<file path="config.mk">
export PLATFORM = sky130hd
export DESIGN_NAME = scalar_kalman_filter
export DESIGN_NICKNAME = d
export VERILOG_FILES = /design/src/rtl/skf_pkg.sv /design/src/rtl/skf_ctrl.sv /design/src/rtl/skf_datapath.sv /design/src/rtl/scalar_kalman_filter.sv
export SDC_FILE = /design/constraint.sdc
export NUM_CORES = 2
export LEC_CHECK = 0
export BUFFER_PORTS_ARGS = -buffer_cell sky130_fd_sc_hd__buf_2
export CORE_ASPECT_RATIO = 0.8
export CORE_MARGIN = 3
export CORE_UTILIZATION = 35
export DETAILED_ROUTE_END_ITERATION = 6
export RECOVER_POWER = 25
export REMOVE_ABC_BUFFERS = 1
export SYNTH_ARGS = -nofsm -noshare
export SYNTH_HDL_FRONTEND = slang
export SYNTH_SLANG_ARGS = --single-unit
</file>
<file path="constraint.sdc">
create_clock -name clk -period 12.1 [get_ports clk]
set_input_delay 0.605 -clock clk [delete_from_list [all_inputs] [get_ports clk]]
set_output_delay 0.605 -clock clk [all_outputs]
set_load 0.02 [all_outputs]
</file>
<file path="src/rtl/skf_pkg.sv">
// ----------------------------------------------------------------------------
// Scalar Kalman filter package
// Shared widths, register indexes and the controller-to-datapath command
// bundle for the scalar Kalman filter.
// ----------------------------------------------------------------------------
package skf_pkg;

  // Width of every value, state entry and configuration register.
  localparam int DATA_W = 32;

  // The gain carries this many fraction bits; GAIN_ONE represents one.
  localparam int GAIN_BITS = 16;
  localparam int GAIN_W = GAIN_BITS + 1;
  localparam logic [GAIN_W-1:0] GAIN_ONE = GAIN_W'(1) << GAIN_BITS;

  // One quotient bit is produced per divider step.
  localparam int DIV_STEPS = GAIN_W;
  localparam int DIV_CNT_W = $clog2(DIV_STEPS);

  // Configuration register indexes.
  localparam int CFG_IDX_W = 2;
  localparam logic [CFG_IDX_W-1:0] REG_PROCESS_NOISE = 2'd0;
  localparam logic [CFG_IDX_W-1:0] REG_MEAS_NOISE = 2'd1;
  localparam logic [CFG_IDX_W-1:0] REG_INIT_ESTIMATE = 2'd2;
  localparam logic [CFG_IDX_W-1:0] REG_INIT_COVARIANCE = 2'd3;

  // Reset values of the configuration registers.
  localparam logic [DATA_W-1:0] PROCESS_NOISE_RST = 32'h0001_0000;
  localparam logic [DATA_W-1:0] MEAS_NOISE_RST = 32'h0001_0000;
  localparam logic [DATA_W-1:0] INIT_ESTIMATE_RST = 32'h0000_0000;
  localparam logic [DATA_W-1:0] INIT_COVARIANCE_RST = 32'h0001_0000;

  // Commands from the controller to the datapath.
  typedef struct packed {
    logic capture;   // take the measurement beat and the prior estimate
    logic predict;   // form the predicted covariance
    logic div_init;  // form the divisor and seed the divider
    logic div_step;  // produce one gain bit
    logic mul_corr;  // multiply gain by the innovation
    logic mul_cov;   // update the estimate, multiply for the covariance
    logic commit;    // update the covariance and load the output register
  } skf_cmd_t;

endpackage

</file>
<file path="src/rtl/skf_ctrl.sv">
// ----------------------------------------------------------------------------
// Scalar Kalman filter controller
// Sequences one item through prediction, the gain divider, the two
// multiplications and the result register, and runs both handshakes.
// ----------------------------------------------------------------------------
module skf_ctrl (
  input  logic             clk,
  input  logic             rst,
  input  logic             in_valid,
  output logic             in_stall,
  output logic             out_valid,
  input  logic             out_stall,
  output skf_pkg::skf_cmd_t cmd
);

  localparam logic [2:0] ST_IDLE  = 3'd0;
  localparam logic [2:0] ST_PRED  = 3'd1;
  localparam logic [2:0] ST_DINIT = 3'd2;
  localparam logic [2:0] ST_DIV   = 3'd3;
  localparam logic [2:0] ST_MCORR = 3'd4;
  localparam logic [2:0] ST_MCOV  = 3'd5;
  localparam logic [2:0] ST_FIN   = 3'd6;

  localparam logic [skf_pkg::DIV_CNT_W-1:0] DIV_LAST =
    skf_pkg::DIV_CNT_W'(skf_pkg::DIV_STEPS - 1);

  logic [2:0] state;
  logic [2:0] state_next;
  logic [skf_pkg::DIV_CNT_W-1:0] div_cnt;
  logic out_free;
  logic in_take;

  // The result register may be refilled when it is empty or being emptied.
  assign out_free = !out_valid || !out_stall;
  assign in_stall = (state != ST_IDLE);
  assign in_take  = in_valid && (state == ST_IDLE);

  // Commands decoded from the state.
  always_comb begin
    cmd          = '0;
    cmd.capture  = in_take;
    cmd.predict  = (state == ST_PRED);
    cmd.div_init = (state == ST_DINIT);
    cmd.div_step = (state == ST_DIV);
    cmd.mul_corr = (state == ST_MCORR);
    cmd.mul_cov  = (state == ST_MCOV);
    cmd.commit   = (state == ST_FIN) && out_free;
  end

  // Next-state logic.
  always_comb begin
    state_next = state;
    case (state)
      ST_IDLE: begin
        if (in_valid) begin
          state_next = ST_PRED;
        end
      end
      ST_PRED:  state_next = ST_DINIT;
      ST_DINIT: state_next = ST_DIV;
      ST_DIV: begin
        if (div_cnt == DIV_LAST) begin
          state_next = ST_MCORR;
        end
      end
      ST_MCORR: state_next = ST_MCOV;
      ST_MCOV:  state_next = ST_FIN;
      ST_FIN: begin
        if (out_free) begin
          state_next = ST_IDLE;
        end
      end
      default:  state_next = ST_IDLE;
    endcase
  end

  // State, divider step count and result valid flag.
  always_ff @(posedge clk) begin
    if (rst) begin
      state     <= ST_IDLE;
      div_cnt   <= '0;
      out_valid <= 1'b0;
    end else begin
      state <= state_next;
      if (state == ST_DIV) begin
        div_cnt <= div_cnt + 1'b1;
      end else begin
        div_cnt <= '0;
      end
      if (cmd.commit) begin
        out_valid <= 1'b1;
      end else if (!out_stall) begin
        out_valid <= 1'b0;
      end
    end
  end

endmodule

</file>
<file path="src/rtl/skf_datapath.sv">
// ----------------------------------------------------------------------------
// Scalar Kalman filter datapath
// Holds the configuration registers, the estimate and covariance, a
// restoring divider for the gain, one shared multiplier and the result
// register.
// ----------------------------------------------------------------------------
module skf_datapath (
  input  logic                                clk,
  input  logic                                rst,
  input  logic                                cfg_we,
  input  logic [skf_pkg::CFG_IDX_W-1:0]       cfg_index,
  input  logic [skf_pkg::DATA_W-1:0]          cfg_data,
  input  logic signed [skf_pkg::DATA_W-1:0]   measurement,
  input  skf_pkg::skf_cmd_t                   cmd,
  output logic signed [skf_pkg::DATA_W-1:0]   prior_estimate,
  output logic signed [skf_pkg::DATA_W-1:0]   new_estimate,
  output logic [skf_pkg::GAIN_W-1:0]          gain
);

  localparam int DW    = skf_pkg::DATA_W;
  localparam int GW    = skf_pkg::GAIN_W;
  localparam int GB    = skf_pkg::GAIN_BITS;
  localparam int REM_W = DW + 2;
  localparam int MA_W  = GW + 1;
  localparam int MB_W  = DW + 2;
  localparam int PR_W  = MA_W + MB_W;
  localparam int CORR_W = PR_W - GB;
  localparam int SUM_W = CORR_W + 1;

  // Configuration registers. The initial values go straight into the state.
  logic [DW-1:0] process_noise;
  logic [DW-1:0] meas_noise;

  // Filter state.
  logic signed [DW-1:0] estimate;
  logic [DW-1:0]        covariance;

  // Working registers for one item.
  logic signed [DW-1:0] meas_reg;
  logic signed [DW-1:0] prior_reg;
  logic [DW-1:0]        pred_p;
  logic [DW:0]          denom;
  logic [REM_W-1:0]     rem;
  logic [GW-1:0]        quot;
  logic [GW-1:0]        gain_reg;
  logic signed [PR_W-1:0] prod;

  logic [DW:0]          pred_sum;
  logic [DW-1:0]        pred_sat;
  logic [DW:0]          denom_sum;
  logic                 rem_ge;
  logic [REM_W-1:0]     rem_sub;
  logic [REM_W-1:0]     rem_kept;
  logic [GW-1:0]        k_eff;
  logic signed [DW:0]   innov;
  logic signed [MA_W-1:0] mul_a;
  logic signed [MB_W-1:0] mul_b;
  logic signed [PR_W-1:0] mul_p;
  logic signed [CORR_W-1:0] corr;
  logic signed [SUM_W-1:0]  est_sum;
  logic signed [DW-1:0]     est_sat;
  logic [GW-1:0]        one_minus_k;

  // Prediction: covariance plus process noise, held at the top of the range.
  assign pred_sum = {1'b0, covariance} + {1'b0, process_noise};
  assign pred_sat = pred_sum[DW] ? '1 : pred_sum[DW-1:0];
  assign denom_sum = {1'b0, pred_p} + {1'b0, meas_noise};

  // Restoring divider step: one quotient bit per cycle.
  assign rem_ge   = (rem >= {1'b0, denom});
  assign rem_sub  = rem - {1'b0, denom};
  assign rem_kept = rem_ge ? rem_sub : rem;

  // A zero divisor yields a zero gain.
  assign k_eff = (denom == '0) ? '0 : quot;
  assign one_minus_k = skf_pkg::GAIN_ONE - gain_reg;

  // Innovation y - x, one bit wider than its operands.
  assign innov = {meas_reg[DW-1], meas_reg} - {prior_reg[DW-1], prior_reg};

  // Shared multiplier operands.
  always_comb begin
    if (cmd.mul_cov) begin
      mul_a = {1'b0, one_minus_k};
      mul_b = {2'b00, pred_p};
    end else begin
      mul_a = {1'b0, k_eff};
      mul_b = {innov[DW], innov};
    end
  end
  assign mul_p = mul_a * mul_b;

  // Correction rounded toward minus infinity, then the saturated sum.
  assign corr    = prod[PR_W-1:GB];
  assign est_sum = {{(SUM_W-DW){prior_reg[DW-1]}}, prior_reg} + {corr[CORR_W-1], corr};
  always_comb begin
    if (est_sum[SUM_W-1:DW-1] == '0 || est_sum[SUM_W-1:DW-1] == '1) begin
      est_sat = est_sum[DW-1:0];
    end else if (est_sum[SUM_W-1]) begin
      est_sat = {1'b1, {(DW-1){1'b0}}};
    end else begin
      est_sat = {1'b0, {(DW-1){1'b1}}};
    end
  end

  // Configuration registers and filter state.
  always_ff @(posedge clk) begin
    if (rst) begin
      process_noise   <= skf_pkg::PROCESS_NOISE_RST;
      meas_noise      <= skf_pkg::MEAS_NOISE_RST;
      estimate        <= skf_pkg::INIT_ESTIMATE_RST;
      covariance      <= skf_pkg::INIT_COVARIANCE_RST;
    end else begin
      if (cfg_we) begin
        case (cfg_index)
          skf_pkg::REG_PROCESS_NOISE:   process_noise <= cfg_data;
          skf_pkg::REG_MEAS_NOISE:      meas_noise    <= cfg_data;
          skf_pkg::REG_INIT_ESTIMATE:   estimate      <= cfg_data;
          skf_pkg::REG_INIT_COVARIANCE: covariance    <= cfg_data;
          default: ;
        endcase
      end
      if (cmd.mul_cov) begin
        estimate <= est_sat;
      end
      if (cmd.commit) begin
        // The product is below 2^48, so the shifted value fits 32 bits.
        covariance <= prod[GB+DW-1:GB];
      end
    end
  end

  // Working registers and the result register.
  always_ff @(posedge clk) begin
    if (cmd.capture) begin
      meas_reg  <= measurement;
      prior_reg <= estimate;
    end
    if (cmd.predict) begin
      pred_p <= pred_sat;
    end
    if (cmd.div_init) begin
      denom <= denom_sum;
      rem   <= {2'b00, pred_p};
      quot  <= '0;
    end
    if (cmd.div_step) begin
      rem  <= {rem_kept[REM_W-2:0], 1'b0};
      quot <= {quot[GW-2:0], rem_ge};
    end
    if (cmd.mul_corr) begin
      gain_reg <= k_eff;
      prod     <= mul_p;
    end
    if (cmd.mul_cov) begin
      prod <= mul_p;
    end
    if (cmd.commit) begin
      prior_estimate <= prior_reg;
      new_estimate   <= estimate;
      gain           <= gain_reg;
    end
  end

endmodule

</file>
<file path="src/rtl/scalar_kalman_filter.sv">
// ----------------------------------------------------------------------------
// Scalar Kalman filter
// One-dimensional random-walk Kalman filter in fixed point: one measurement
// beat in, one beat of prior estimate, new estimate and gain out.
// ----------------------------------------------------------------------------
// Sequence: an accepted measurement beat passes through prediction, the 17
// steps of the restoring gain divider and the two multiplications.
// A new measurement is taken only once the previous result is committed;
// a finished result waits in the output register while the next is taken.
// Reset: configuration registers return to their defaults, the estimate to
// zero and the covariance to one; there is no clearing pass.
module scalar_kalman_filter (
  input  logic                              clk,
  input  logic                              rst,
  input  logic                              cfg_we,
  input  logic [skf_pkg::CFG_IDX_W-1:0]     cfg_index,
  input  logic [skf_pkg::DATA_W-1:0]        cfg_data,
  input  logic                              in_valid,
  output logic                              in_stall,
  input  logic signed [skf_pkg::DATA_W-1:0] measurement,
  output logic                              out_valid,
  input  logic                              out_stall,
  output logic signed [skf_pkg::DATA_W-1:0] prior_estimate,
  output logic signed [skf_pkg::DATA_W-1:0] new_estimate,
  output logic [skf_pkg::GAIN_W-1:0]        gain
);

  skf_pkg::skf_cmd_t cmd;

  // Sequencing and handshakes.
  skf_ctrl u_ctrl (
    .clk       (clk),
    .rst       (rst),
    .in_valid  (in_valid),
    .in_stall  (in_stall),
    .out_valid (out_valid),
    .out_stall (out_stall),
    .cmd       (cmd)
  );

  // Arithmetic, state and result register.
  skf_datapath u_datapath (
    .clk            (clk),
    .rst            (rst),
    .cfg_we         (cfg_we),
    .cfg_index      (cfg_index),
    .cfg_data       (cfg_data),
    .measurement    (measurement),
    .cmd            (cmd),
    .prior_estimate (prior_estimate),
    .new_estimate   (new_estimate),
    .gain           (gain)
  );

endmodule

</file>
# Yosys cells after proc, flatten, opt, wreduce, memory -nomap -nowiden
# Index checks and enable logic that the tools add are counted.
# totals
regBits	467
in_bits	71
out_inout_bits	83
wordCells	91
# classes
add_sub_neg	7
multipliers	1
n_lt_le_gt_ge	1
eq_ne	15
mux	24
bitwise	1
n_reduce_logical	23
# op_table
cell	n
32-bit 2-to-1 mux	8
52-bit 2-to-1 mux	2
34-bit 2-to-1 mux	3
17-bit 2-to-1 mux	4
32-bit by 32-bit adder with 33-bit output	2
18-bit by 34-bit multiplier with 52-bit output	1
32-bit by 36-bit adder with 37-bit output	1
34-bit by 33-bit greater-or-equal comparator with 1-bit output	1
33-bit zero test	1
33-bit 2-to-1 mux	1
32-bit by 32-bit subtractor with 33-bit output	1
33-bit subtractor	1
3-bit one-hot mux with 7 select lines	1
17-bit subtractor (first input constant)	1
2-bit nonzero test	6
3-bit equality test (second input constant)	3
3-bit 2-to-1 mux	3
2-bit AND reduction	4
3-bit by 2-bit equality test with 1-bit output (second input constant)	2
6-bit equality test (second input constant)	1
6-bit zero test	1
2-bit by 1-bit != test with 1-bit output (second input constant)	3
5-bit by 1-bit adder with 5-bit output (second input constant)	1
5-bit equality test (second input constant)	1
14 further kinds	19

# Longest topological paths before layout
# logic_depth
depth_word	6
depth_mapped	37
mapped_depth_nobuf	36

# Modules after synthesis
# A second synthesis with hierarchy kept.
# unflattened
hier_cells	4944
hier_area_um2	45737.6
# by_module_without_submodules
mod	instances	cells_per_inst	area_each_um2	seq_area_each_um2
skf_datapath	1	4888	45248.4	11981.5
skf_ctrl	1	56	489.2	180.2

# Least setup slack after synthesis
# OpenSTA, ideal clock, no wires.
# synth_path
kind	reg-to-reg
startpoint	register u_ctrl.state[1]
endpoint	register u_datapath.prod[45], data pin
setup_time_ns	0.258
arrival_ns	9.180
required_time_ns	11.842
path_slack_ns	2.662
stages_incl_launch_ff	31
n_path_buf	5
synth_period_minus_slack_ns	9.438
path_cell_list	dfxtp_1 clkbuf_1 nor2b_1 clkbuf_1 nand2_1 clkbuf_1 clkbuf_1 buf_1 mux2i_1 nor2_1 fa_1 inv_1 fa_1 fa_1 inv_1 fa_1 fa_1 inv_1 fa_1 inv_1 ha_1 a211oi_2 nand2_1 a2111o_1 or3_4 o211a_1 or3_1 a31oi_1 o22ai_1 a311o_1 nor3b_1
# synth_via
elab_chain_cells	5
elab_cells_between_ends	6
cone_classes	mul (1); eq/ne (1); mux (4)
# synth_lines
item	line	source
start: declaration	skf_ctrl.sv:27	logic [2:0] state;
start signal: assignment	skf_ctrl.sv:84	state <= state_next;
3-bit equality test *	skf_ctrl.sv:46	cmd.mul_cov = (state == ST_MCOV);
17-bit 2-to-1 mux / 34-bit 2-to-1 mux (equally long branches)	skf_datapath.sv:83	if (cmd.mul_cov) begin
18-bit by 34-bit multiplier with 52-bit output *	skf_datapath.sv:91	assign mul_p = mul_a * mul_b;
named net u_datapath.mul_p[45]	skf_datapath.sv:58	logic signed [PR_W-1:0] mul_p;
52-bit 2-to-1 mux	skf_datapath.sv:151	if (cmd.mul_corr) begin
52-bit 2-to-1 mux *	skf_datapath.sv:155	if (cmd.mul_cov) begin
end signal: assignment	skf_datapath.sv:153	prod <= mul_p;
end signal: assignment	skf_datapath.sv:156	prod <= mul_p;
end: declaration	skf_datapath.sv:46	logic signed [PR_W-1:0] prod;
# The timed path passes the listed nets; every way through them passes the cells marked *. The select of a mux whose other input is x is not followed.
# A chain may end at the register's enable or synchronous reset.

# Worst setup path in the final report
# layout_path
startpoint	register u_datapath.denom[5]
endpoint	register u_datapath.prod[45], data pin
# layout_via
elab_chain_cells	6
# layout_lines
item	line	source
start: declaration	skf_datapath.sv:42	logic [DW:0] denom;
start signal: assignment	skf_datapath.sv:143	denom <= denom_sum;
33-bit zero test *	skf_datapath.sv:75	assign k_eff = (denom == '0) ? '0 : quot;
17-bit 2-to-1 mux *	skf_datapath.sv:75	
17-bit 2-to-1 mux *	skf_datapath.sv:83	
18-bit by 34-bit multiplier with 52-bit output *	skf_datapath.sv:91	
named net u_datapath.mul_p[45]	skf_datapath.sv:58	
52-bit 2-to-1 mux	skf_datapath.sv:151	
52-bit 2-to-1 mux *	skf_datapath.sv:155	
# Marks and branches as above.

==> results summary <==
In this run the core area contains 117 standard-cell rows. The multiplexer share of the synthesized area came out at 1.67%. Once layout is done, the placed cells without fillers occupy 49900 um2. The clock arrives with 41.2 ps of skew. After routing, the total negative slack on setup checks comes to 0 ps. The most frequently used cell type in the post-synthesis netlist is sky130_fd_sc_hd__inv_1. The number of vias in the routed layout came out at 36.7k. STA classifies the critical path startpoint as a flip-flop.

The synthesized netlist devotes 14.2% of its cell area to simple gates. The number of setup violations in the final report came out at 0. Entering global routing, the biggest net connects 74 pins. Max-cap violations in this run came to 2. The root buffer selected by CTS is sky130_fd_sc_hd__clkbuf_16. The DRC violation count after routing is 0. The fraction of final layout cells with drive strength greater than 1 came out at 7.77%.

Setup repair after global routing left no endpoint under its margin. In the synthesized netlist, the cells that appear most often are sky130_fd_sc_hd__inv_1 (771), sky130_fd_sc_hd__nand2_1 (615), sky130_fd_sc_hd__fa_1 (543), sky130_fd_sc_hd__nor2_1 (344), sky130_fd_sc_hd__edfxtp_1 (313). The area of the core is 128000 um2. Yosys mapped a number of flops with a built-in enable equal to 313. The die area is 133000 um2. The wire length per cell after detailed routing came out at 22.9 um. The slowest stage of the critical path belongs to the cell sky130_fd_sc_hd__nor4_1.

The first global-routing pass estimated 230000 um of wire. The largest total area in the synthesized netlist belongs to sky130_fd_sc_hd__fa_1. The summed instance area of the synthesized netlist is 45200 um2. The pin slew with the least headroom to its limit is 1870 ps.

Summed over its instances, the top area cell type makes up 24.1% of the synthesized netlist area. The final count of pins violating max slew is 66. STA puts the critical path data required time at 12480 ps. The most used flip-flop cell after synthesis is sky130_fd_sc_hd__edfxtp_1. No sink is reached through more buffers than the 3 on the longest clock path. The number of DRC markers in iteration 0 came out at 3958. The number of synthesized register bits came out at 451.

In this design, the largest share of critical-path delay is due to simple AND/OR/NAND/NOR gates. In the final layout, flip-flops and latches occupy 12200 um2. Ranked by total cell area, the synthesized netlist is headed by sky130_fd_sc_hd__fa_1 (24%), sky130_fd_sc_hd__edfxtp_1 (21%), sky130_fd_sc_hd__ha_1 (7.9%). The CTS tree is done.

The relative area change from synthesis to final layout came out at 10.4%. The dominant combinational cell family by area after synthesis is adder cells. The worst-path maximum fanout came out at 21. The area occupied by multi-input gates came out at 29500 um2. Static timing analysis puts the maximum clock frequency at 93.7 MHz. The number of buffers and inverters on the critical path is 5. The clock period could shrink to 10670 ps.

Once detail routing completed, the nets flagged for antenna violations numbered 0. The synthesized netlist cell count is 4867. The count of clock tree sinks is 451. The detailed placer's ending HPWL came out at 124000 um. The final period utilization came out at 88.2%. The number of top-level pins came out at 154.

The CTS H-tree depth came out at 2. The clock slew seen by the registers of the worst setup and hold paths came out at 60 ps. The number of buffers created by CTS is 51. The worst slew margin relative to its limit is -24.6%. The clock network latency to the later pin of the worst-skew pair is 650 ps. After clock tree synthesis, the flow added hold-fix buffers numbering 0. The initial antenna violation count is 11. The number of fill cells in the layout came out at 13.0k. The cell area after placement came out at 48100 um2.

For this block, the routed nets add up to 154000 um of wire. The count of unique library cells instantiated by Yosys is 84. The Yosys step of the flow raised 0 warnings. The arithmetic-cell share of the synthesized area counting full adders, half adders and majority gates is 32.0%. The nature of the critical path endpoint is a flip-flop. The last weighted congestion value of the routability-driven placer came out at 0.965. The aggregate global routing overflow came out at 0. The worst stage delay on the critical path came out at 970 ps. The final-report hold violation count came out at 0.

Once the clock tree was built, the resizer swapped 0 gates to a different size. The starting utilization of the core area is 35.4%. For this run, the total global-route usage over all layers was measured as 22.7%. Using the TritonRoute via totals, the vias-per-cell ratio works out to 5.45. The tightest min-delay check is of the in -> reg type. Summing the areas of all xor and xnor instances in the mapped netlist gives 3.59% of the synthesized area. The start-to-end type of the worst setup path is reg -> reg. The number of global-route vias before repair is 35.9k.

In this design, the critical path's most frequently occurring cell is sky130_fd_sc_hd__fa_1. The chip width came out at 408 um. Before antenna repair, the detailed router went through 7 iterations.

The checks that failed: capacitance limit, slew limit. At the worst endpoint, the arrival time is 11040 ps. The fraction of synthesis flops using an asynchronous set or reset pin is 0%.

The post-route core utilization came out at 39.1%. The die outline height came out at 327 um. In the final design database the tool counted 5853 nets. The flow ran to the end, but the final reports show violations. Input and output buffers added on the ports amount to 153. The number of setup buffers added after CTS is 0. The proportion of synthesized chip area in sequential cells is 26.9%. The average instance in the mapped netlist occupies 9.28 um2. The synthesized-area fraction occupied by ao, oa, aoi and oai cells came out at 13.6%. The flip-flop count of the largest register, all copies and words added came out at 36.
cell type report:
class	instances	share of cell area (%)
Inverter	771	5.81
Clock buffer	65	3.02
Tap cell	1725	4.33
Timing Repair Buffer	232	2.70
Clock inverter	30	0.565
Sequential cell	451	24.4
Antenna cell	8	0.0402
Multi-Input combinational cell	3446	59.1
path summary, 6_finish.rpt:
kind | startpoint | to | slack (ps) | depth (start not counted)
setup reg to reg | u_datapath.denom[5]$_DFFE_PP_ | u_datapath.prod[45]$_DFFE_PP_ | 1430 | 29
hold / removal | measurement[22] | u_datapath.meas_reg[22]$_DFFE_PP_ | 150 | 1
hold reg to reg | u_datapath.process_noise[26]$_SDFFE_PP0P_ | u_datapath.process_noise[26]$_SDFFE_PP0P_ | 460 | 2
setup / recovery | u_datapath.denom[5]$_DFFE_PP_ | u_datapath.prod[45]$_DFFE_PP_ | 1430 | 29
cells in the final DEF (no fill, tap or decap), types with 29 or more instances in the layout:
cell type / netlist / routed
sky130_fd_sc_hd__and3_1: 46 / 46
sky130_fd_sc_hd__o211ai_1: 29 / 29
sky130_fd_sc_hd__and2_1: 72 / 71
sky130_fd_sc_hd__ha_1: 286 / 286
sky130_fd_sc_hd__nor3_1: 60 / 60
sky130_fd_sc_hd__xnor2_1: 116 / 116
sky130_fd_sc_hd__a22oi_1: 52 / 52
sky130_fd_sc_hd__edfxtp_1: 313 / 313
sky130_fd_sc_hd__o21ai_0: 162 / 160
sky130_fd_sc_hd__xor2_1: 69 / 69
sky130_fd_sc_hd__nand2b_1: 29 / 29
sky130_fd_sc_hd__nand3_1: 58 / 57
sky130_fd_sc_hd__fa_1: 543 / 543
sky130_fd_sc_hd__buf_4: 0 / 78
sky130_fd_sc_hd__o22ai_1: 31 / 31
sky130_fd_sc_hd__nor2_1: 344 / 341
sky130_fd_sc_hd__buf_2: 5 / 144
sky130_fd_sc_hd__inv_1: 771 / 769
sky130_fd_sc_hd__dfxtp_1: 138 / 137
sky130_fd_sc_hd__clkbuf_16: 0 / 56
sky130_fd_sc_hd__a21o_1: 116 / 116
sky130_fd_sc_hd__a21oi_1: 272 / 272
sky130_fd_sc_hd__nor2b_1: 38 / 37
sky130_fd_sc_hd__nand2_1: 615 / 613
sky130_fd_sc_hd__mux2i_1: 64 / 64
sky130_fd_sc_hd__nand4_1: 34 / 34
sky130_fd_sc_hd__a211oi_1: 64 / 64
sky130_fd_sc_hd__o21a_1: 35 / 35
metrics by stage:
stage	hold slack, ps	std cells	worst slack [ps]
2_1_floorplan	420	4668	652
3_3_place_gp	440	6625	1680
3_5_place_dp	445	6625	1590
4_1_cts	111	6720	1590
5_1_grt	119	6721	1070
6_report	154	6728	1430
per-layer routing:
layer	vias up	share of wire, %	global-route usage [%]	wire length [um]
li1	16400	-	-	-
met1	18200	45	33.3	69500
met2	1801	41	32.7	62800
met3	276	11	6.26	16700
met4	2	3.1	6.27	4840
met5	-	0.0084	0	13
cells by family after synthesis:
logic type	count (synthesis)
flip-flops	451
buffers and inverters	970
adder cells (fa/ha/maj)	829
XOR/XNOR	185
multiplexers	74
AO/OA/AOI/OAI	949
AND/OR/NAND/NOR	1409
Power is left out: the tool's default activity adds up to more than one toggle a clock period on the data nets, which glitch-free logic cannot reach.
